$ cat src/sv/vcw_pkg.sv
// ----------------------------------------------------------------------------
// vcw_pkg: shared types and constants for the velocity command watchdog
// Event codes, register indexes, payload structs and reset values.
// ----------------------------------------------------------------------------
package vcw_pkg;

  // Default widths of the internal velocity and age registers
  localparam int VEL_WIDTH_DEF = 16;
  localparam int AGE_WIDTH_DEF = 16;

  // Configuration port geometry
  localparam int CFG_INDEX_W = 3;
  localparam int CFG_DATA_W  = 16;
  localparam int TIMEOUT_W   = 16;
  localparam int LIMIT_W     = 15;

  // Register indexes on the configuration port
  localparam logic [CFG_INDEX_W-1:0] REG_CMD_TIMEOUT = 3'd0;
  localparam logic [CFG_INDEX_W-1:0] REG_LOC_TIMEOUT = 3'd1;
  localparam logic [CFG_INDEX_W-1:0] REG_LIMIT_VX    = 3'd2;
  localparam logic [CFG_INDEX_W-1:0] REG_LIMIT_VY    = 3'd3;
  localparam logic [CFG_INDEX_W-1:0] REG_LIMIT_WZ    = 3'd4;

  // Register reset values
  localparam logic [TIMEOUT_W-1:0] CMD_TIMEOUT_RST = 16'd500;
  localparam logic [TIMEOUT_W-1:0] LOC_TIMEOUT_RST = 16'd750;
  localparam logic [LIMIT_W-1:0]   LIMIT_VX_RST    = 15'd819;
  localparam logic [LIMIT_W-1:0]   LIMIT_VY_RST    = 15'd0;
  localparam logic [LIMIT_W-1:0]   LIMIT_WZ_RST    = 15'd1229;

  // Event codes carried in the request
  typedef enum logic [1:0] {
    MODE_TICK    = 2'd0,
    MODE_CMD     = 2'd1,
    MODE_LOC     = 2'd2,
    MODE_PUBLISH = 2'd3
  } mode_t;

  // Q4.12 velocity field as it appears on the ports
  typedef logic signed [15:0] vel_t;

  typedef struct packed {
    mode_t mode;
    vel_t  lin_x;
    vel_t  lin_y;
    vel_t  ang_z;
    logic  cmd_invalid;
    logic  loc_ok;
  } req_t;

  typedef struct packed {
    vel_t out_vx;
    vel_t out_vy;
    vel_t out_wz;
    logic is_safe;
  } rsp_t;

  // Configuration register set
  typedef struct packed {
    logic [TIMEOUT_W-1:0] cmd_timeout_ticks;
    logic [TIMEOUT_W-1:0] loc_timeout_ticks;
    logic [LIMIT_W-1:0]   limit_vx;
    logic [LIMIT_W-1:0]   limit_vy;
    logic [LIMIT_W-1:0]   limit_wz;
  } cfg_t;

  // Presence and health flags of the held command and localization status
  typedef struct packed {
    logic command_present;
    logic status_present;
    logic status_good;
  } flags_t;

endpackage

$ cat src/sv/vcw_cfg.sv
// ----------------------------------------------------------------------------
// vcw_cfg: configuration register file
// Holds timeouts and axis limits; written through a valid/ready port.
// ----------------------------------------------------------------------------
module vcw_cfg (
  input  logic                              clk,
  input  logic                              rst,
  input  logic                              cfg_valid,
  output logic                              cfg_ready,
  input  logic [vcw_pkg::CFG_INDEX_W-1:0]   cfg_index,
  input  logic [vcw_pkg::CFG_DATA_W-1:0]    cfg_data,
  output vcw_pkg::cfg_t                     regs
);

  // Writes are always taken
  assign cfg_ready = 1'b1;

  always_ff @(posedge clk) begin
    if (rst) begin
      regs.cmd_timeout_ticks <= vcw_pkg::CMD_TIMEOUT_RST;
      regs.loc_timeout_ticks <= vcw_pkg::LOC_TIMEOUT_RST;
      regs.limit_vx          <= vcw_pkg::LIMIT_VX_RST;
      regs.limit_vy          <= vcw_pkg::LIMIT_VY_RST;
      regs.limit_wz          <= vcw_pkg::LIMIT_WZ_RST;
    end else if (cfg_valid && cfg_ready) begin
      case (cfg_index)
        vcw_pkg::REG_CMD_TIMEOUT: regs.cmd_timeout_ticks <= cfg_data;
        vcw_pkg::REG_LOC_TIMEOUT: regs.loc_timeout_ticks <= cfg_data;
        vcw_pkg::REG_LIMIT_VX:    regs.limit_vx <= cfg_data[vcw_pkg::LIMIT_W-1:0];
        vcw_pkg::REG_LIMIT_VY:    regs.limit_vy <= cfg_data[vcw_pkg::LIMIT_W-1:0];
        vcw_pkg::REG_LIMIT_WZ:    regs.limit_wz <= cfg_data[vcw_pkg::LIMIT_W-1:0];
        default: ;  // unmapped index, dropped
      endcase
    end
  end

endmodule

$ cat src/sv/vcw_state.sv
// ----------------------------------------------------------------------------
// vcw_state: watchdog state registers
// Held command, ages and presence flags, updated by one event per cycle while step is high.
// ----------------------------------------------------------------------------
module vcw_state #(
  parameter int VEL_WIDTH = vcw_pkg::VEL_WIDTH_DEF,
  parameter int AGE_WIDTH = vcw_pkg::AGE_WIDTH_DEF
) (
  input  logic                        clk,
  input  logic                        rst,
  input  logic                        step,
  input  vcw_pkg::req_t               item,
  output logic signed [VEL_WIDTH-1:0] held_vx,
  output logic signed [VEL_WIDTH-1:0] held_vy,
  output logic signed [VEL_WIDTH-1:0] held_wz,
  output logic [AGE_WIDTH-1:0]        command_age,
  output logic [AGE_WIDTH-1:0]        status_age,
  output vcw_pkg::flags_t             flags
);

  logic [AGE_WIDTH-1:0] command_age_inc;
  logic [AGE_WIDTH-1:0] status_age_inc;

  // Saturating age increments
  assign command_age_inc = (&command_age) ? command_age : command_age + 1'b1;
  assign status_age_inc  = (&status_age)  ? status_age  : status_age + 1'b1;

  // Ages and flags
  always_ff @(posedge clk) begin
    if (rst) begin
      command_age <= '0;
      status_age  <= '0;
      flags       <= '0;
    end else if (step) begin
      case (item.mode)
        vcw_pkg::MODE_TICK: begin
          command_age <= command_age_inc;
          status_age  <= status_age_inc;
        end
        vcw_pkg::MODE_CMD: begin
          if (item.cmd_invalid) begin
            flags.command_present <= 1'b0;
          end else begin
            flags.command_present <= 1'b1;
            command_age           <= '0;
          end
        end
        vcw_pkg::MODE_LOC: begin
          flags.status_good    <= item.loc_ok;
          flags.status_present <= 1'b1;
          status_age           <= '0;
        end
        default: ;  // publish leaves state alone
      endcase
    end
  end

  // Held command triple; only read while command_present is set
  always_ff @(posedge clk) begin
    if (step && (item.mode == vcw_pkg::MODE_CMD)) begin
      if (item.cmd_invalid) begin
        held_vx <= '0;
        held_vy <= '0;
        held_wz <= '0;
      end else begin
        held_vx <= VEL_WIDTH'(item.lin_x);
        held_vy <= VEL_WIDTH'(item.lin_y);
        held_wz <= VEL_WIDTH'(item.ang_z);
      end
    end
  end

endmodule

$ cat src/sv/vcw_gate.sv
// ----------------------------------------------------------------------------
// vcw_gate: safety decision and axis clamp
// Checks presence, health and staleness, then clamps each axis to +/- limit.
// ----------------------------------------------------------------------------
module vcw_gate #(
  parameter int VEL_WIDTH = vcw_pkg::VEL_WIDTH_DEF,
  parameter int AGE_WIDTH = vcw_pkg::AGE_WIDTH_DEF
) (
  input  vcw_pkg::cfg_t               regs,
  input  logic signed [VEL_WIDTH-1:0] held_vx,
  input  logic signed [VEL_WIDTH-1:0] held_vy,
  input  logic signed [VEL_WIDTH-1:0] held_wz,
  input  logic [AGE_WIDTH-1:0]        command_age,
  input  logic [AGE_WIDTH-1:0]        status_age,
  input  vcw_pkg::flags_t             flags,
  output vcw_pkg::rsp_t               result
);

  // Compare widths: CW fits both velocity and limit plus a sign bit; TW fits both age and timeout
  localparam int CW = ((VEL_WIDTH > vcw_pkg::LIMIT_W) ? VEL_WIDTH : vcw_pkg::LIMIT_W) + 1;
  localparam int TW = (AGE_WIDTH > vcw_pkg::TIMEOUT_W) ? AGE_WIDTH : vcw_pkg::TIMEOUT_W;

  function automatic logic signed [CW-1:0] clamp_sym(
    input logic signed [VEL_WIDTH-1:0]     v,
    input logic [vcw_pkg::LIMIT_W-1:0]     lim
  );
    logic signed [CW-1:0] vw;
    logic signed [CW-1:0] lw;
    vw = CW'(v);
    lw = $signed(CW'(lim));
    if (vw > lw) begin
      return lw;
    end else if (vw < -lw) begin
      return -lw;
    end
    return vw;
  endfunction

  logic cmd_stale;
  logic loc_stale;
  logic safe;
  logic signed [CW-1:0] clamp_vx;
  logic signed [CW-1:0] clamp_vy;
  logic signed [CW-1:0] clamp_wz;

  // Staleness only counts for a source that is present
  assign cmd_stale = flags.command_present &&
                     (TW'(command_age) > TW'(regs.cmd_timeout_ticks));
  assign loc_stale = flags.status_present &&
                     (TW'(status_age) > TW'(regs.loc_timeout_ticks));
  assign safe = flags.status_present && flags.status_good && flags.command_present &&
                !cmd_stale && !loc_stale;

  assign clamp_vx = clamp_sym(held_vx, regs.limit_vx);
  assign clamp_vy = clamp_sym(held_vy, regs.limit_vy);
  assign clamp_wz = clamp_sym(held_wz, regs.limit_wz);

  // Zeros are forced when unsafe
  always_comb begin
    result = '0;
    if (safe) begin
      result.out_vx  = vcw_pkg::vel_t'(clamp_vx);
      result.out_vy  = vcw_pkg::vel_t'(clamp_vy);
      result.out_wz  = vcw_pkg::vel_t'(clamp_wz);
      result.is_safe = 1'b1;
    end
  end

endmodule

$ cat src/sv/velocity_command_watchdog_top.sv
// ----------------------------------------------------------------------------
// velocity_command_watchdog_top: safety gate for robot velocity commands
// Request register, watchdog state, gate logic and response register.
// ----------------------------------------------------------------------------
// Usage:
//   req channel (req_valid / req_stall / req_data): one event per transfer,
//   selected by mode: tick, command, localization status or publish request.
//   rsp channel (rsp_valid / rsp_stall / rsp_data): one transfer per publish
//   request, holding the clamped command or zeros with is_safe low.
//   cfg channel (cfg_valid / cfg_ready / cfg_index / cfg_data): register
//   writes, taken in any cycle; cfg_ready is always high. Write only while
//   no event is in flight.
// Path: an event is captured in the request register and updates the state
//   from there; a publish result is formed by the gate from that state and
//   captured in the response register, which drives rsp.
// Throughput: one event per cycle while req_stall is low, through the state
//   update and gate path between the request and response registers.
// Stall: while rsp_stall holds a waiting result, a publish in the request
//   register waits and req_stall rises; a non-publish event there advances.
// Reset: clears the request and response valids, the flags and ages, and
//   returns the registers to their reset values.
// ----------------------------------------------------------------------------
module velocity_command_watchdog_top #(
  parameter int VEL_WIDTH = vcw_pkg::VEL_WIDTH_DEF,
  parameter int AGE_WIDTH = vcw_pkg::AGE_WIDTH_DEF
) (
  input  logic                            clk,
  input  logic                            rst,
  input  logic                            req_valid,
  output logic                            req_stall,
  input  vcw_pkg::req_t                   req_data,
  output logic                            rsp_valid,
  input  logic                            rsp_stall,
  output vcw_pkg::rsp_t                   rsp_data,
  input  logic                            cfg_valid,
  output logic                            cfg_ready,
  input  logic [vcw_pkg::CFG_INDEX_W-1:0] cfg_index,
  input  logic [vcw_pkg::CFG_DATA_W-1:0]  cfg_data
);

  logic                        item_valid;
  vcw_pkg::req_t               item;
  logic                        item_is_publish;
  logic                        rsp_free;
  logic                        item_adv;
  vcw_pkg::cfg_t               regs;
  vcw_pkg::flags_t             flags;
  vcw_pkg::rsp_t               result;
  logic signed [VEL_WIDTH-1:0] held_vx;
  logic signed [VEL_WIDTH-1:0] held_vy;
  logic signed [VEL_WIDTH-1:0] held_wz;
  logic [AGE_WIDTH-1:0]        command_age;
  logic [AGE_WIDTH-1:0]        status_age;

  // Handshake: a publish waits for room in the response register
  assign item_is_publish = (item.mode == vcw_pkg::MODE_PUBLISH);
  assign rsp_free        = !rsp_valid || !rsp_stall;
  assign item_adv        = item_valid && (!item_is_publish || rsp_free);
  assign req_stall       = item_valid && !item_adv;

  // Request register
  always_ff @(posedge clk) begin
    if (rst) begin
      item_valid <= 1'b0;
    end else if (!req_stall) begin
      item_valid <= req_valid;
    end
  end

  always_ff @(posedge clk) begin
    if (!req_stall && req_valid) begin
      item <= req_data;
    end
  end

  vcw_cfg u_cfg (
    .clk       (clk),
    .rst       (rst),
    .cfg_valid (cfg_valid),
    .cfg_ready (cfg_ready),
    .cfg_index (cfg_index),
    .cfg_data  (cfg_data),
    .regs      (regs)
  );

  vcw_state #(
    .VEL_WIDTH (VEL_WIDTH),
    .AGE_WIDTH (AGE_WIDTH)
  ) u_state (
    .clk         (clk),
    .rst         (rst),
    .step        (item_adv),
    .item        (item),
    .held_vx     (held_vx),
    .held_vy     (held_vy),
    .held_wz     (held_wz),
    .command_age (command_age),
    .status_age  (status_age),
    .flags       (flags)
  );

  vcw_gate #(
    .VEL_WIDTH (VEL_WIDTH),
    .AGE_WIDTH (AGE_WIDTH)
  ) u_gate (
    .regs        (regs),
    .held_vx     (held_vx),
    .held_vy     (held_vy),
    .held_wz     (held_wz),
    .command_age (command_age),
    .status_age  (status_age),
    .flags       (flags),
    .result      (result)
  );

  // Response register
  always_ff @(posedge clk) begin
    if (rst) begin
      rsp_valid <= 1'b0;
    end else if (item_adv && item_is_publish) begin
      rsp_valid <= 1'b1;
    end else if (!rsp_stall) begin
      rsp_valid <= 1'b0;
    end
  end

  always_ff @(posedge clk) begin
    if (item_adv && item_is_publish) begin
      rsp_data <= result;
    end
  end

endmodule

$ cat config.mk
export PLATFORM = sky130hd
export DESIGN_NAME = velocity_command_watchdog_top
export DESIGN_NICKNAME = d
export VERILOG_FILES = /design/src/sv/vcw_pkg.sv /design/src/sv/vcw_cfg.sv /design/src/sv/vcw_state.sv /design/src/sv/vcw_gate.sv /design/src/sv/velocity_command_watchdog_top.sv
export SDC_FILE = /design/constraint.sdc
export NUM_CORES = 1
export LEC_CHECK = 0
export ABC_AREA = 1
export BUFFER_PORTS_ARGS = -buffer_cell sky130_fd_sc_hd__buf_2
export CAP_MARGIN = 10
export CORE_MARGIN = 2
export CORE_UTILIZATION = 55
export DETAILED_ROUTE_END_ITERATION = 7
export PLACE_DENSITY = 0.72
export SETUP_SLACK_MARGIN = 0.05
export SYNTH_ARGS = -nofsm -noshare
export SYNTH_HDL_FRONTEND = slang
export SYNTH_SLANG_ARGS = --single-unit
$ cat constraint.sdc
create_clock -name clk -period 8.05 [get_ports clk]
set_input_delay 0.805 -clock clk [delete_from_list [all_inputs] [get_ports clk]]
set_output_delay 0.805 -clock clk [all_outputs]
set_load 0.01 [all_outputs]
==> impl_metrics.csv <==
group,metric,value,unit
logic_synthesis,synth.net_count,2042,
clock_tree,holdBufCountCts,0,
die,io_pins,128,
logic_synthesis,synth.area.mux_share,0,%
die,coreArea,26950,um2
setup_path,worstPathRequired,8.30,ns
grt,antenna_found_initial,0,
setup_path,worstSetupPathType,"reg2reg",
placement,place_ws,4.575,ns
layout,final_area,16980,um2
detailed_routing,wirelength,38050,um
logic_synthesis,synth.most_common_cell,"nand2_1",
timing,final_hold_viol_count,0,
clock_tree,clock-sinks,263,
clock_tree,path_clk_slew,0.06,ns
clock_tree,cts_buffers,29,
run_status,status,"completed",
layout,area_delta_synth_final,12.58,%
timing,relSlewSlack,28.07,%
detailed_routing,wl_met2,17340,um
worst_hold_path,hold_class,"in2reg",
grt,grt_pass1_wl,61380,um
detailed_routing,route.top_layer_used,"met4",
logic_synthesis,synth_xor_xnor_area_share,2.090,%
logic_synthesis,yosysWarnings,0,
logic_synthesis,synth-seq-area-share,44.79,%
logic_synthesis,synth_area_leaders,"edfxtp_1 (30%), dfxtp_1 (15%), ha_1 (11%), nand2_1 (9.4%), inv_1 (6.3%)",
setup_path,cp-start-kind,"flip-flop",
detailed_routing,drt-pass1-iter-count,5,
logic_synthesis,synthTopCellsByCount,"nand2_1 (378), inv_1 (253), nor2_1 (179)",
die,fp.dieH,169.6,um
timing,setup_tns,0,ns
placement,dp_cells,2257,
clock_tree,postCtsSetupRepairBufs,0,
timing,skew,0.01400,ns
grt,gr-total-overflow,0,
logic_synthesis,yosys.area.top_type,"edfxtp_1",
placement,portBuffers,126,
die,rows,60,
logic_synthesis,synth-adder-area-share,10.78,%
logic_synthesis,synth_area,15080,um2
clock_tree,htree_levels,1,
layout,finalNetCount,2153,
logic_synthesis,synth-simple-area-share,23.37,%
detailed_routing,route.detailed.drc,0,
logic_synthesis,ys_ff_latch,263,
pwr,p_per_area,192.5,nW/um2
layout,fillers,2341,
run,maxCapViolations,0,
detailed_routing,ant_nets,0,
clock_tree,clockBufferDepth,3,
layout,fin_cells,2311,
pwr,power_leakage,7.617,nW
timing,period_share,43.89,%
logic_synthesis,yosys.cell_types.count,44,
timing,period_needed,3.533,ns
clock_tree,root_buffer,"clkbuf_16",
clock_tree,clkLatencyLatePin,0.56,ns
logic_synthesis,synthCells,1836,
timing,setup-violations-final,0,
die,die_area,28770,um2
timing,grt_setup_unrepaired,"no",
detailed_routing,m1WireLength,17290,um
clock_tree,cts_resized,0,
clock_tree,cts_tree,"done",
timing,finalWorstSetupSlack,4.517,ns
grt,grt_usage,26.43,%
grt,grt_max_degree,68,
logic_synthesis,synth_compound_area_share,10.39,%
logic_synthesis,synth_top_family_by_area,"simple AND/OR/NAND/NOR gates",
die,start_util,55.97,%
layout,n_antenna_cell,0,
layout,drive_above_1_share,11.57,%
detailed_routing,vias_per_cell,5.550,
placement,dp_hpwl,27720,um
detailed_routing,drt-wirelength-per-cell,16.46,um
timing,worst_slew_pin_slew,1.078,ns
detailed_routing,met3_length,2446,um
setup_path,crit_arrival,3.78,ns
logic_synthesis,syn_area_per_cell,8.216,um2
timing,hold_ws,0.4194,ns
logic_synthesis,synth_flop_cell,"edfxtp_1",
logic_synthesis,synth_top_cell_area_share,29.66,%
timing,report.final.slew_viol_count,0,
setup_path,endpoint_kind,"flip-flop",
die,die_x,169.6,um
pwr,vdd_drop_max,0.1450,mV
placement,finalWeightedCongestion,0.9222,
grt,first_global_vias,11930,
setup_path,crit_fanout,16,
timing,fmax,283.0,MHz
logic_synthesis,synthArstFlopShare,0,%
detailed_routing,drt_iter0_drc,1101,
placement,placed_cell_area,15940,um2
logic_synthesis,synth-edff-count,149,
detailed_routing,vias,12830,
[logic make-up after synthesis]
kind of cell / after synthesis
AO/OA/AOI/OAI: 289
other: 1
flip-flops: 263
AND/OR/NAND/NOR: 799
XOR/XNOR: 36
adder cells (fa/ha/maj): 130
buffers and inverters: 318
[report_power, final]
part | leakage [nW] | internal [W] | switching [W]
registers | 2.33 | 0.00146 | 0.0000266
clock network | 0.501 | 0.000886 | 0.000561
logic | 4.79 | 0.000112 | 0.000224
[per-layer routing]
| layer | vias up | global-route usage (%) |
|---|---|---|
| met5 | - | 0 |
| met3 | 77 | 3.661 |
| met2 | 419 | 43.03 |
| met4 | 0 | 7.952 |
| li1 | 6376 | - |
| met1 | 5954 | 36.81 |
[per-stage QoR]
step                      utilization (%)  power [W]
final                               63.01   0.003269
after detailed placement            59.13   0.001846
after global placement              59.13   0.001835
after floorplan                         -   0.001748
after global routing                63.01   0.003392
after CTS                           63.01   0.003288
[layout by cell type (no fill, tap or decap), drive strengths merged, types with 2 or more instances in the layout]
master and count:
a211oi 2, edfxtp 149, nand2 388, inv 259
nor2 186, a21oi 169, xor2 33, nand4 69
nor4 3, nor3b 2, o21ai 77, o211ai 25
xnor2 3, nor3 35, o21a 6, o21bai 2
dfxtp 114, a21o 3, bufinv 7, clkinv 15
buf 136, clkbuf 31, nand3 111, nand3b 3
ha 130, a31oi 2, clkinvlp 4
[worst max-delay path, cell delays in order, from the launching register on]
cell and delay, ns:
dfxtp_1 0.33, inv_1 0.19, ha_1 0.24, nand3_2 0.12, inv_1 0.11, nand3_1 0.12, nor2_2 0.16, nand3_1 0.08
nor2_1 0.09, nand3_1 0.08, nor2_1 0.11, ha_1 0.26, nand2_1 0.12, nor2_1 0.08, nand3_1 0.06, nor2_1 0.05
nor2_1 0.16, nand2_1 0.09, nand2_2 0.23, nand3_2 0.31, nand2_1 0.17, a21oi_1 0.08
[final timing paths]
path / start / endpoint / slack [ns] / depth (start not counted)
worst min register to register: u_cfg.regs[75]$_SDFFE_PP0P_ / u_cfg.regs[75]$_SDFFE_PP0P_ / 0.47 / 2
worst min-delay path: req_data[25] / item[25]$_DFFE_PP_ / 0.42 / 1
worst max register to register: u_cfg.regs[0]$_SDFFE_PP1P_ / rsp_data[14]$_SDFFCE_PN0P_ / 4.52 / 21
worst max-delay path: u_cfg.regs[0]$_SDFFE_PP1P_ / rsp_data[14]$_SDFFCE_PN0P_ / 4.52 / 21
[layout make-up]
class / instances / area, um2 / share of cell area [%]
clock inverter: 23 / 312.8 / 1.842
sequential: 263 / 6756 / 39.78
multi-input combinational: 1255 / 7064 / 41.60
tap: 341 / 426.7 / 2.512
timing repair buffer: 136 / 705.7 / 4.155
clock buffer: 31 / 733.2 / 4.317
inverter: 262 / 983.4 / 5.791
[flip-flops by register name, indices dropped and copies added (netlist names)]
register,cells
item,52
item_valid,1
u_state.held_vy,16
rsp_valid,1
rsp_data,49
u_state.flags,3
u_state.held_wz,16
u_state.command_age,16
u_state.held_vx,16
u_cfg.regs,77
u_state.status_age,16
(Power assumes the default switching activity.)
